===== src/rtl/uhts_pkg.sv =====
// ----------------------------------------------------------------------------
// uhts_pkg
// Types, action codes and helpers shared by the transfer sequencer files.
// ----------------------------------------------------------------------------
package uhts_pkg;

    localparam logic [3:0] ACT_CONFIG     = 4'd0;
    localparam logic [3:0] ACT_SETUP      = 4'd1;
    localparam logic [3:0] ACT_REQ_IN     = 4'd2;
    localparam logic [3:0] ACT_SEND_OUT   = 4'd3;
    localparam logic [3:0] ACT_READ       = 4'd4;
    localparam logic [3:0] ACT_STATUS_IN  = 4'd5;
    localparam logic [3:0] ACT_STATUS_OUT = 4'd6;
    localparam logic [3:0] ACT_SET_ADDR   = 4'd7;
    localparam logic [3:0] ACT_DONE       = 4'd8;
    localparam logic [3:0] ACT_FAIL       = 4'd9;

    localparam logic [7:0] REQ_TYPE_STD_DEV = 8'h00;
    localparam logic [7:0] REQ_SET_ADDRESS  = 8'h05;
    localparam logic [7:0] ADDR_MASK        = 8'hFF;

    localparam logic KIND_START = 1'b0;

    typedef enum logic [3:0] {
        PH_IDLE   = 4'b0001,
        PH_SETUP  = 4'b0010,
        PH_DATA   = 4'b0100,
        PH_STATUS = 4'b1000
    } phase_t;

    typedef struct packed {
        logic        kind;
        logic        is_control;
        logic        is_in;
        logic [9:0]  max_packet;
        logic [15:0] total_length;
        logic [7:0]  request_type;
        logic [7:0]  request_code;
        logic [15:0] request_value;
        logic        error_seen;
        logic [9:0]  received_count;
    } req_item_t;

    typedef struct packed {
        logic [3:0]  action;
        logic [15:0] byte_offset;
        logic [9:0]  byte_count;
        logic [15:0] bytes_done;
        logic [7:0]  new_address;
        logic        last;
    } rsp_item_t;

    typedef struct packed {
        logic push;
        logic push_two;
    } push_ctl_t;

    function automatic rsp_item_t make_rsp(
        input logic [3:0]  action,
        input logic [15:0] offset,
        input logic [9:0]  count,
        input logic [15:0] done,
        input logic [7:0]  addr,
        input logic        last
    );
        rsp_item_t r;
        r.action      = action;
        r.byte_offset = offset;
        r.byte_count  = count;
        r.bytes_done  = done;
        r.new_address = addr;
        r.last        = last;
        return r;
    endfunction

    function automatic logic [9:0] pkt_size(input logic [9:0] limit, input logic [15:0] left);
        return ({6'd0, limit} < left) ? limit : left[9:0];
    endfunction

endpackage


===== src/rtl/uhts_req_if.sv =====
// ----------------------------------------------------------------------------
// uhts_req_if
// Request channel: start and completion event items.
// ----------------------------------------------------------------------------
interface uhts_req_if;
    import uhts_pkg::*;

    logic      valid;
    logic      ready;
    req_item_t data;

    modport source (output valid, output data, input ready);
    modport sink   (input valid, input data, output ready);
endinterface


===== src/rtl/uhts_rsp_if.sv =====
// ----------------------------------------------------------------------------
// uhts_rsp_if
// Response channel: action items.
// ----------------------------------------------------------------------------
interface uhts_rsp_if;
    import uhts_pkg::*;

    logic      valid;
    logic      ready;
    rsp_item_t data;

    modport source (output valid, output data, input ready);
    modport sink   (input valid, input data, output ready);
endinterface


===== src/rtl/uhts_result_fifo.sv =====
// ----------------------------------------------------------------------------
// uhts_result_fifo
// Result queue: takes one or two items per cycle, hands out one per cycle while the reader is ready.
// ----------------------------------------------------------------------------
module uhts_result_fifo #(
    parameter int DEPTH = 4
) (
    input  logic                 clk,
    input  logic                 rst_n,
    input  uhts_pkg::push_ctl_t  push_ctl,
    input  uhts_pkg::rsp_item_t  wr_data0,
    input  uhts_pkg::rsp_item_t  wr_data1,
    output logic                 space_ok,
    uhts_rsp_if.source           rsp
);
    import uhts_pkg::*;

    localparam int AW = (DEPTH > 1) ? $clog2(DEPTH) : 1;
    localparam int CW = $clog2(DEPTH + 1);

    rsp_item_t       mem_reg [DEPTH];
    logic [AW-1:0]   wr_ptr_reg;
    logic [AW-1:0]   wr_ptr_next;
    logic [AW-1:0]   rd_ptr_reg;
    logic [AW-1:0]   rd_ptr_next;
    logic [CW-1:0]   count_reg;
    logic [CW-1:0]   count_next;
    logic [AW-1:0]   wr_ptr_inc;
    logic            pop;

    assign pop        = rsp.valid && rsp.ready;
    assign wr_ptr_inc = AW'(wr_ptr_reg + 1'b1);
    assign space_ok   = (count_reg <= CW'(DEPTH - 2));
    assign rsp.valid  = (count_reg != '0);
    assign rsp.data   = mem_reg[rd_ptr_reg];

    always_comb
    begin
        wr_ptr_next = wr_ptr_reg;
        rd_ptr_next = rd_ptr_reg;
        count_next  = count_reg;
        if (push_ctl.push)
        begin
            wr_ptr_next = push_ctl.push_two ? AW'(wr_ptr_reg + 2'd2) : wr_ptr_inc;
            count_next  = CW'(count_next + (push_ctl.push_two ? 2'd2 : 2'd1));
        end
        if (pop)
        begin
            rd_ptr_next = AW'(rd_ptr_reg + 1'b1);
            count_next  = CW'(count_next - 1'b1);
        end
    end

    always_ff @(posedge clk or negedge rst_n)
    begin
        if (!rst_n)
        begin
            wr_ptr_reg <= '0;
            rd_ptr_reg <= '0;
            count_reg  <= '0;
        end
        else
        begin
            wr_ptr_reg <= wr_ptr_next;
            rd_ptr_reg <= rd_ptr_next;
            count_reg  <= count_next;
        end
    end

    always_ff @(posedge clk)
    begin
        if (push_ctl.push)
        begin
            mem_reg[wr_ptr_reg] <= wr_data0;
            if (push_ctl.push_two)
            begin
                mem_reg[wr_ptr_inc] <= wr_data1;
            end
        end
    end

endmodule


===== src/rtl/usb_host_transfer_sequencer_core.sv =====
// ----------------------------------------------------------------------------
// usb_host_transfer_sequencer_core
// Drives one USB host transfer packet by packet. A start item loads a
// control or bulk/interrupt transfer; each completion event advances it
// through setup, data and status stages and yields one or two action items.
// A request item is taken in the cycle it is offered whenever the result
// queue has room for two entries, and its actions are in the queue in the
// following cycle. The result port delivers one action per cycle while
// the consumer is ready, so an item that yields two actions holds the
// port for both (read fifo with the next step, configure with the first
// packet, set address with done). RESULT_DEPTH sets the queue size and
// must be a power of two, at least 2.
// ----------------------------------------------------------------------------
module usb_host_transfer_sequencer_core #(
    parameter int RESULT_DEPTH = 4
) (
    input  logic      clk,
    input  logic      rst_n,
    uhts_req_if.sink  req,
    uhts_rsp_if.source rsp
);
    import uhts_pkg::*;

    phase_t      phase_reg,     phase_next;
    logic        control_reg,   control_next;
    logic        dir_in_reg,    dir_in_next;
    logic [9:0]  limit_reg,     limit_next;
    logic [15:0] wanted_reg,    wanted_next;
    logic [15:0] done_reg,      done_next;
    logic [9:0]  cur_reg,       cur_next;
    logic        addr_pend_reg, addr_pend_next;
    logic [7:0]  addr_val_reg,  addr_val_next;

    logic        accept;
    logic        space_ok;
    push_ctl_t   push_ctl;
    rsp_item_t   res0;
    rsp_item_t   res1;
    logic        two;

    logic [9:0]  clamp_size;
    logic        rd_active;
    logic [9:0]  size_eff;
    logic [15:0] done_new;
    logic        finish;
    logic [9:0]  next_size;
    logic [9:0]  start_size;
    logic [9:0]  setup_size;
    logic [3:0]  pkt_act;
    logic [3:0]  status_act;
    rsp_item_t   tail_res;

    assign req.ready = space_ok;
    assign accept    = req.valid && req.ready;

    assign pkt_act    = dir_in_reg ? ACT_REQ_IN : ACT_SEND_OUT;
    assign status_act = dir_in_reg ? ACT_STATUS_OUT : ACT_STATUS_IN;

    assign clamp_size = (req.data.received_count > cur_reg) ? cur_reg
                                                             : req.data.received_count;
    assign rd_active  = dir_in_reg && (cur_reg != '0);
    assign size_eff   = rd_active ? clamp_size : cur_reg;
    assign done_new   = done_reg + {6'd0, size_eff};
    assign finish     = (dir_in_reg && (size_eff < limit_reg)) || (done_new >= wanted_reg);
    assign next_size  = pkt_size(limit_reg, wanted_reg - done_new);
    assign start_size = pkt_size(req.data.max_packet, req.data.total_length);
    assign setup_size = pkt_size(limit_reg, wanted_reg - done_reg);

    always_comb
    begin
        phase_next     = phase_reg;
        control_next   = control_reg;
        dir_in_next    = dir_in_reg;
        limit_next     = limit_reg;
        wanted_next    = wanted_reg;
        done_next      = done_reg;
        cur_next       = cur_reg;
        addr_pend_next = addr_pend_reg;
        addr_val_next  = addr_val_reg;
        two            = 1'b0;
        res0           = make_rsp(ACT_FAIL, '0, '0, done_reg, '0, 1'b1);
        res1           = make_rsp(ACT_DONE, '0, '0, done_reg, '0, 1'b1);
        tail_res       = make_rsp(ACT_DONE, '0, '0, done_new, '0, 1'b1);

        priority if (req.data.kind == KIND_START)
        begin
            control_next   = req.data.is_control;
            dir_in_next    = req.data.is_in;
            limit_next     = req.data.max_packet;
            wanted_next    = req.data.total_length;
            done_next      = '0;
            cur_next       = '0;
            addr_pend_next = req.data.is_control
                             && (req.data.request_type == REQ_TYPE_STD_DEV)
                             && (req.data.request_code == REQ_SET_ADDRESS);
            addr_val_next  = req.data.request_value[7:0] & ADDR_MASK;
            if (req.data.is_control)
            begin
                phase_next = PH_SETUP;
                res0       = make_rsp(ACT_SETUP, '0, '0, '0, '0, 1'b1);
            end
            else
            begin
                phase_next = PH_DATA;
                cur_next   = start_size;
                two        = 1'b1;
                res0       = make_rsp(ACT_CONFIG, '0, req.data.max_packet, '0, '0, 1'b0);
                res1       = make_rsp(req.data.is_in ? ACT_REQ_IN : ACT_SEND_OUT,
                                      '0, start_size, '0, '0, 1'b1);
            end
        end
        else if (phase_reg == PH_IDLE)
        begin
            res0 = make_rsp(ACT_FAIL, '0, '0, done_reg, '0, 1'b1);
        end
        else if (req.data.error_seen)
        begin
            phase_next = PH_IDLE;
            res0       = make_rsp(ACT_FAIL, '0, '0, done_reg, '0, 1'b1);
        end
        else
        begin
            unique case (phase_reg)
                PH_SETUP:
                begin
                    if (done_reg >= wanted_reg)
                    begin
                        phase_next = PH_STATUS;
                        res0       = make_rsp(status_act, '0, '0, done_reg, '0, 1'b1);
                    end
                    else
                    begin
                        phase_next = PH_DATA;
                        cur_next   = setup_size;
                        res0       = make_rsp(pkt_act, done_reg, setup_size, done_reg,
                                              '0, 1'b1);
                    end
                end
                PH_DATA:
                begin
                    done_next = done_new;
                    cur_next  = size_eff;
                    if (finish)
                    begin
                        if (control_reg)
                        begin
                            phase_next = PH_STATUS;
                            tail_res   = make_rsp(status_act, '0, '0, done_new, '0, 1'b1);
                        end
                        else
                        begin
                            phase_next = PH_IDLE;
                            tail_res   = make_rsp(ACT_DONE, '0, '0, done_new, '0, 1'b1);
                        end
                    end
                    else
                    begin
                        cur_next = next_size;
                        tail_res = make_rsp(pkt_act, done_new, next_size, done_new,
                                            '0, 1'b1);
                    end
                    if (rd_active && (clamp_size != '0))
                    begin
                        two  = 1'b1;
                        res0 = make_rsp(ACT_READ, done_reg, clamp_size, done_reg,
                                        '0, 1'b0);
                        res1 = tail_res;
                    end
                    else
                    begin
                        res0 = tail_res;
                    end
                end
                PH_STATUS:
                begin
                    phase_next = PH_IDLE;
                    if (addr_pend_reg)
                    begin
                        two  = 1'b1;
                        res0 = make_rsp(ACT_SET_ADDR, '0, '0, done_reg, addr_val_reg,
                                        1'b0);
                        res1 = make_rsp(ACT_DONE, '0, '0, done_reg, '0, 1'b1);
                    end
                    else
                    begin
                        res0 = make_rsp(ACT_DONE, '0, '0, done_reg, '0, 1'b1);
                    end
                end
                default:
                begin
                    phase_next = PH_IDLE;
                    res0       = make_rsp(ACT_FAIL, '0, '0, done_reg, '0, 1'b1);
                end
            endcase
        end
    end

    assign push_ctl.push     = accept;
    assign push_ctl.push_two = accept && two;

    always_ff @(posedge clk or negedge rst_n)
    begin
        if (!rst_n)
        begin
            phase_reg     <= PH_IDLE;
            control_reg   <= 1'b0;
            dir_in_reg    <= 1'b0;
            limit_reg     <= '0;
            wanted_reg    <= '0;
            done_reg      <= '0;
            cur_reg       <= '0;
            addr_pend_reg <= 1'b0;
            addr_val_reg  <= '0;
        end
        else if (accept)
        begin
            phase_reg     <= phase_next;
            control_reg   <= control_next;
            dir_in_reg    <= dir_in_next;
            limit_reg     <= limit_next;
            wanted_reg    <= wanted_next;
            done_reg      <= done_next;
            cur_reg       <= cur_next;
            addr_pend_reg <= addr_pend_next;
            addr_val_reg  <= addr_val_next;
        end
    end

    uhts_result_fifo #(
        .DEPTH (RESULT_DEPTH)
    ) u_result_fifo (
        .clk      (clk),
        .rst_n    (rst_n),
        .push_ctl (push_ctl),
        .wr_data0 (res0),
        .wr_data1 (res1),
        .space_ok (space_ok),
        .rsp      (rsp)
    );

endmodule


===== src/flat_wrapper.sv =====
// flat-port wrapper written by rule: the top's interface ports become plain ports
module usb_host_transfer_sequencer_core_flat import uhts_pkg::*;
#(
    parameter int RESULT_DEPTH = 4
)
  (clk, rst_n, req_valid, req_data, req_ready, rsp_valid, rsp_data, rsp_ready);
  uhts_req_if req_i ();
  uhts_rsp_if rsp_i ();
  input  logic clk;
  input  logic rst_n;
  input wire logic [$bits(req_i.valid)-1:0] req_valid;
  input wire logic [$bits(req_i.data)-1:0] req_data;
  output wire logic [$bits(req_i.ready)-1:0] req_ready;
  output wire logic [$bits(rsp_i.valid)-1:0] rsp_valid;
  output wire logic [$bits(rsp_i.data)-1:0] rsp_data;
  input wire logic [$bits(rsp_i.ready)-1:0] rsp_ready;
  assign req_i.valid = req_valid;
  assign req_i.data = req_data;
  assign req_ready = req_i.ready;
  assign rsp_valid = rsp_i.valid;
  assign rsp_data = rsp_i.data;
  assign rsp_i.ready = rsp_ready;
  usb_host_transfer_sequencer_core #(.RESULT_DEPTH(RESULT_DEPTH)) u_core (.clk(clk), .rst_n(rst_n), .req(req_i), .rsp(rsp_i));
endmodule

===== config.mk =====
export PLATFORM = sky130hd
export DESIGN_NAME = usb_host_transfer_sequencer_core_flat
export DESIGN_NICKNAME = d
export VERILOG_FILES = /design/src/rtl/uhts_pkg.sv /design/src/rtl/uhts_req_if.sv /design/src/rtl/uhts_rsp_if.sv /design/src/rtl/uhts_result_fifo.sv /design/src/rtl/usb_host_transfer_sequencer_core.sv /design/src/flat_wrapper.sv
export SDC_FILE = /design/constraint.sdc
export NUM_CORES = 1
export LEC_CHECK = 0
export ABC_AREA = 0
export BUFFER_PORTS_ARGS = -buffer_cell sky130_fd_sc_hd__buf_2
export CAP_MARGIN = 30
export CORE_MARGIN = 3
export CORE_UTILIZATION = 62
export DETAILED_ROUTE_END_ITERATION = 6
export HOLD_SLACK_MARGIN = 0.1
export PLACE_DENSITY = 0.82
export SYNTH_ARGS = -nofsm -noshare
export SYNTH_HDL_FRONTEND = slang
export SYNTH_SLANG_ARGS = --single-unit

===== constraint.sdc =====
create_clock -name clk -period 9.85 [get_ports clk]
set_input_delay 0.985 -clock clk [delete_from_list [all_inputs] [get_ports clk]]
set_output_delay 0.985 -clock clk [all_outputs]
set_load 0.05 [all_outputs]

==> impl_results.md, run 1 <==
* Mean Syn Cell Area at 9.78 um2
* Clock Tree Buf Depth at 3
* Final Power at 7200 uW
* Total gr overflow at 0
* Clk slew on worst S/H paths at 0.07 ns
* Final cell utilization of the core at 70.1%
* Cell Area, Synth at 0.0190 mm2
* CTS tree: done
* Crit path largest cell delay at 0.70 ns
* Clock Skew at 0.0143 ns
* CTS Buf Count at 31
* Crit Path Class: in -> reg
* Slowest CP cell: mux2i_1
* Ys async rst share at between 20 and 30%
* Skew-Pair Late Insertion Delay at 0.58 ns
* Share of cells above drive strength 1 at between 10% and 20%
* Yosys warnings at 0
* CP top delay family: compound AO/OA/AOI/OAI gates
* Met3 Wirelength at about 7.5 mm
* Crit share post-route at 86.5%
* Total track usage at 37.1%
* Hold Path Class: in -> async
* Fmax at 117 MHz
* WL per Instance at between 20 and 30 um
* Initial antenna violation count at 1
* Mapped Nets at about 2.1k
* Post-DP HPWL at 44.6 mm
* Drt via density at 7.08
* Routed Wire Length at 62.9 mm
* CP dominant cell by count: ha_1
* Most used DFF post-synth: edfxtp_1
* DRC at 1
* Setup violators final at 0
* Routability cong. at 1.01
* Die Ht at 181 um
* Register area share after synthesis at 42.6%
* Die W at 181 um
* Num Clock Sinks at 294
* Seq cells post-synth at slightly below 300
* # hold bufs at CTS at 0
* Met1 WL at 23.5 mm
* Die area at 0.0328 mm2
* Setup TNS at 0 ns
* First-pass GRT wire length at approximately 95 mm
* Largest register FFs at 220
* I/O Buffers at 124
* Detailed Route Iter0 Violations at 2544
* Setup slack after layout at 1.33 ns
* Largest net degree at the start of global routing at 57
* Setup repair after global routing missed its margin: false
* Max VDD drop at 0.000216 V
* Post-CTS sizing at 0
* Top layer reached by signal wires: met4
* Least-Margin Pin Slew at between 1 and 1.5 ns
* Status: finished with violations
* Antenna viol nets, final at 0
* DR vias at roughly 17k
* Most common cell after layout, fill and taps aside: nand2_1
* H-tree level count at 1
* Pre-CTS setup slack at about 0.99 ns
* Relative slew slack at 19.0%
* Failing checks: design-rule violations
* Post-synth EDFFs at roughly 180
* Synth Instances at 1945
* Initial Util at 63.5%
* Clock root buffer: clkbuf_16
* Placement Rows at 63
* Bufs and invs on worst path at 4
* Vias in the first global route at 16.6k
* Required time worst endpoint at 10.25 ns
* Path depth of the worst reg2reg path at 32
* Most frequent cells in the layout: nand2_1, edfxtp_1, o21ai_0
* CP Data Arrival Time at 8.92 ns
* MaxCap Viol Count at 0
* Path length in cells of the critical path at 32
* P_leak at 0.00812 uW
* NumNets Final at 2194
* # Post-CTS Setup Buffers at 0
* DR WL met2 at 28.5 mm
* Yosys cell types at about 100
* Max FO, Critical Path at 7
* PD cells at between 300 and 400 mW/mm2
* Core region area at 0.0300 mm2
* Worst Setup End Kind: flip-flop
* Final hold violations at 0
* TritonRoute pass-1 iters at 7
* Area Overhead vs Synth at 10.3%
* IO Pins at between 100 and 150
* Startpoint types: input pin
* Fin. max-slew vios at 0
* Crit path time final at between 8 and 9 ns
==> layout make-up <==
| cell class | count | area (um2) |
|---|---|---|
| sequential | 294 | 8100 |
| multi-input combinational | 1450 | 10100 |
| timing repair buffer | 163 | 940 |
| antenna | 1 | 2.50 |
| clock inverter | 15 | 150 |
| inverter | 83 | 312 |
| tap | 390 | 488 |
| fill | 2260 | 8970 |
| clock buffer | 43 | 872 |
==> power by group <==
group / switching, uW / internal, uW / total [uW]
Sequential: 253 / 1580 / 1830
Clock: 502 / 675 / 1180
Combinational: 2770 / 1430 / 4190
Total: 3520 / 3680 / 7200
==> cells in the mapped netlist, types with 8 or more instances <==
cell type | n | area, um2
dfxtp_1 | 36 | 721
and3_1 | 23 | 144
edfxtp_1 | 184 | 5530
xnor2_1 | 23 | 201
and2_1 | 17 | 106
mux2_2 | 20 | 225
nand2b_1 | 10 | 62.6
nand2_1 | 217 | 815
dfrtp_1 | 73 | 1830
mux2i_1 | 37 | 370
a221oi_1 | 11 | 96.3
o21ai_1 | 8 | 40.0
ha_1 | 92 | 1150
clkbuf_1 | 87 | 327
mux4_2 | 55 | 1240
a22oi_1 | 17 | 128
o211ai_1 | 12 | 90.1
inv_1 | 83 | 312
a21o_1 | 27 | 203
o22ai_1 | 99 | 619
nand3_1 | 46 | 230
nand4_1 | 12 | 75.1
o21ai_0 | 172 | 861
a31oi_1 | 15 | 93.8
nor4_1 | 14 | 87.6
o2bb2ai_1 | 13 | 114
nor3_1 | 33 | 165
o21a_1 | 10 | 75.1
or3_1 | 24 | 150
o31ai_1 | 8 | 60.1
a21oi_1 | 112 | 561
xor2_1 | 15 | 131
buf_1 | 14 | 52.6
nor2_1 | 162 | 608
a22o_1 | 8 | 70.1
and4_1 | 11 | 96.3
==> routing by layer <==
layer	vias up	global-route usage (%)
met1	8137	50.3
li1	7531	-
met2	1344	58.8
met4	0	16.4
met5	-	0
met3	267	6.85
==> final timing paths <==
path	to	slack [ns]	startpoint
min in group clk	u_core.u_result_fifo.mem_reg[1][2]$_SDFFE_PP0P_	0.48	u_core.u_result_fifo.mem_reg[1][2]$_SDFFE_PP0P_
max in group asynchronous	u_core.u_result_fifo.rd_ptr_reg[0]$_DFFE_PN0P_	8.33	rst_n
min	u_core.wanted_reg[10]$_DFFE_PN0P_	0.37	rst_n
max	u_core.u_result_fifo.mem_reg[3][34]$_DFFE_PP_	1.33	req_data[3]
max reg2reg	u_core.u_result_fifo.mem_reg[3][34]$_DFFE_PP_	1.43	u_core.cur_reg[3]$_DFFE_PN0P_
min reg2reg	u_core.u_result_fifo.mem_reg[1][2]$_SDFFE_PP0P_	0.48	u_core.u_result_fifo.mem_reg[1][2]$_SDFFE_PP0P_
==> per-stage QoR <==
| step | hold slack (ns) | area [um2] | instances |
|---|---|---|---|
| CTS | 0.372 | 21000 | 2438 |
| finish | 0.371 | 21000 | 2439 |
| global placement | 0.449 | 19900 | 2377 |
| global route | 0.387 | 21000 | 2439 |
| detailed placement | 0.463 | 20000 | 2380 |
| floorplan | 0.438 | 19000 | 1945 |
==> cells by family after synthesis <==
logic type,after synthesis,synth area share [%]
flip-flops,294,42.6
XOR/XNOR,39,1.87
buffers and inverters,201,4.34
multiplexers,113,9.71
AO/OA/AOI/OAI,592,20.0
adder cells (fa/ha/maj),100,6.63
AND/OR/NAND/NOR,606,14.9
Power figures use the tool's default switching activity.
==> run 2: changes to the inputs <==
--- a/config.mk
+++ b/config.mk
@@ -6,13 +6,13 @@
 export NUM_CORES = 1
 export LEC_CHECK = 0
 export ABC_AREA = 0
-export BUFFER_PORTS_ARGS = -buffer_cell sky130_fd_sc_hd__buf_2
 export CAP_MARGIN = 30
 export CORE_MARGIN = 3
-export CORE_UTILIZATION = 62
+export CORE_UTILIZATION = 65
 export DETAILED_ROUTE_END_ITERATION = 6
+export DONT_BUFFER_PORTS = 1
 export HOLD_SLACK_MARGIN = 0.1
-export PLACE_DENSITY = 0.82
+export PLACE_DENSITY = 0.81
 export SYNTH_ARGS = -nofsm -noshare
 export SYNTH_HDL_FRONTEND = slang
 export SYNTH_SLANG_ARGS = --single-unit
==> impl_results.md, run 2 (same netlist as run 1, synthesis figures left out) <==
* Status: finished with violations (unchanged)
* Failing checks: design-rule violations (unchanged)
* NumNets Final at 2066 (was 2194)
* Fmax at 113 MHz (was 117 MHz)
* WL per Instance at 27.9 um (was 25.8 um)
* CTS Buf Count at 30 (was 31)
* Crit path largest cell delay at 0.73 ns (was 0.70 ns)
* Register area at 0.00810 mm2 (unchanged)
* Largest register FFs at 220 (unchanged)
* CTS tree: done (unchanged)
* Worst Setup End Kind: flip-flop (unchanged)
* # Post-CTS Setup Buffers at 0 (unchanged)
* Die W at 177 um (was 181 um)
* IO Pins at 133 (unchanged)
* Setup slack after layout at 0.998 ns (was 1.33 ns)
* Antenna viol nets, final at 0 (unchanged)
* Post-DP HPWL at 45.3 mm (was 44.6 mm)
* Core region area at 0.0283 mm2 (was 0.0300 mm2)
* H-tree level count at 1 (unchanged)
* Num Clock Sinks at 294 (unchanged)
* Routability cong. at 1.01 (about the same)
* Most frequent cells in the layout: nand2_1, edfxtp_1, o21ai_0 (unchanged)
* Post-CTS sizing at 0 (unchanged)
* DRC at 10 (was 1)
* Crit share post-route at 89.9% (was 86.5%)
* Required time worst endpoint at 10.24 ns (was 10.25 ns)
* I/O Buffers at 0 (was 124)
* Clock root buffer: clkbuf_16 (unchanged)
* Share of cells above drive strength 1 at 10.8% (was 16.5%)
* Setup TNS at 0 ns (unchanged)
* PD cells at 347 mW/mm2 (was 343 mW/mm2)
* TritonRoute pass-1 iters at 7 (unchanged)
* FILL cells at 2038 (was 2260)
* Die area at 0.0314 mm2 (was 0.0328 mm2)
* Clock Skew at 0.0234 ns (was 0.0143 ns)
* DR vias at 17.0k (was 17.3k)
* Drt via density at 7.39 (was 7.08)
* Area Overhead vs Synth at 6.67% (was 10.3%)
* Least-Margin Pin Slew at 1.06 ns (was 1.21 ns)
* Crit Path Class: reg -> reg (was in -> reg)
* Clock Tree Buf Depth at 3 (unchanged)
* Fin. max-slew vios at 0 (unchanged)
* CP Data Arrival Time at 9.24 ns (was 8.92 ns)
* Slowest CP cell: mux2i_1 (unchanged)
* Initial antenna violation count at 1 (unchanged)
* Area used by multi-input combinational logic at 0.0101 mm2 (about the same)
* Initial Util at 67.2% (was 63.5%)
* Setup violators final at 0 (unchanged)
* Startpoint types: flip-flop (was input pin)
* Die Ht at 177 um (was 181 um)
* Relative slew slack at 29.3% (was 19.0%)
* Final hold violations at 0 (unchanged)
* Most common cell after layout, fill and taps aside: nand2_1 (unchanged)
* Max FO, Critical Path at 8 (was 7)
* # hold bufs at CTS at 1 (was 0)
* ANT cells at 0 (was 1)
* Clk slew on worst S/H paths at 0.07 ns (about the same)
* Total gr overflow at 0 (unchanged)
* Largest net degree at the start of global routing at 72 (was 57)
* Routed Wire Length at 64.1 mm (was 62.9 mm)
* P_leak at 0.00758 uW (was 0.00812 uW)
* MaxCap Viol Count at 0 (unchanged)
* Pre-CTS setup slack at 0.838 ns (was 0.986 ns)
* Crit path time final at 8.85 ns (was 8.52 ns)
* Placement Rows at 61 (was 63)
* Hold Path Class: in -> async (unchanged)
* Setup repair after global routing missed its margin: false (unchanged)
* Max VDD drop at 0.000215 V (was 0.000216 V)
* Skew-Pair Late Insertion Delay at 0.58 ns (about the same)
* First-pass GRT wire length at 97.3 mm (was 95.4 mm)
* Total track usage at 40.4% (was 37.1%)
* Detailed Route Iter0 Violations at 2485 (was 2544)
* Fin Hold WS at 0.120 ns (was 0.371 ns)
* Vias in the first global route at 16.4k (was 16.6k)
==> run 2: stage by stage <==
| step | std cells | total power (uW) | area [um2] | util, % |
|---|---|---|---|---|
| after CTS | 2296 | 6930 | 20300 | 71.6 |
| after detailed placement | 2239 | 5760 | 19300 | 68.0 |
| after global placement | 2239 | 5660 | 19300 | 68.0 |
| final | 2297 | 7050 | 20300 | 71.7 |
| after floorplan | 1945 | 4760 | 19000 | - |
| after global routing | 2297 | 7390 | 20300 | 71.7 |
==> run 2: per-layer routing <==
metal,vias up,track usage [%],part of all wire (%)
li1,7277,-,-
met1,8027,55.5,37
met2,1390,62.4,45
met3,275,8.97,13
met4,2,17.4,5.4
met5,-,0,0.017
==> run 2: power breakdown <==
| group | switching (uW) | internal (uW) |
|---|---|---|
| sequential | 238 | 1580 |
| clock | 508 | 654 |
| combinational | 2740 | 1330 |
==> run 2: path summary, 6_finish.rpt <==
| kind | start | end | slack (ns) | depth (start not counted) |
|---|---|---|---|---|
| min in group clk | u_core.u_result_fifo.mem_reg[3][4]$_SDFFE_PP0P_ | u_core.u_result_fifo.mem_reg[3][4]$_SDFFE_PP0P_ | 0.49 | 2 |
| max | u_core.cur_reg[3]$_DFFE_PN0P_ | u_core.u_result_fifo.mem_reg[0][34]$_DFFE_PP_ | 1.0 | 32 |
| max in group asynchronous | rst_n | u_core.limit_reg[0]$_DFFE_PN0P_ | 8.73 | 1 |
| min reg2reg | u_core.u_result_fifo.mem_reg[3][4]$_SDFFE_PP0P_ | u_core.u_result_fifo.mem_reg[3][4]$_SDFFE_PP0P_ | 0.49 | 2 |
| max reg2reg | u_core.cur_reg[3]$_DFFE_PN0P_ | u_core.u_result_fifo.mem_reg[0][34]$_DFFE_PP_ | 1.0 | 32 |
| min | rst_n | u_core.wanted_reg[5]$_DFFE_PN0P_ | 0.12 | 0 |
==> run 2: critical path: cells and delay by family, from the launching register on <==
| kind | cells | cell delay, ns |
|---|---|---|
| multiplexers | 2 | 1.06 |
| adder cells (fa/ha/maj) | 5 | 1.62 |
| AND/OR/NAND/NOR | 5 | 1.25 |
| buffers and inverters | 4 | 0.50 |
| AO/OA/AOI/OAI | 14 | 3.30 |
| XOR/XNOR | 2 | 0.51 |
| flip-flops | 1 | 0.40 |
==> run 2: area by class of cell <==
class                      count  area share (%)
clock inverter                18           0.814
clock buffer                  38            4.10
inverter                      83            1.54
sequential                   294            39.9
tap                          378            2.33
timing repair buffer          36            1.41
multi-input combinational   1450            49.9
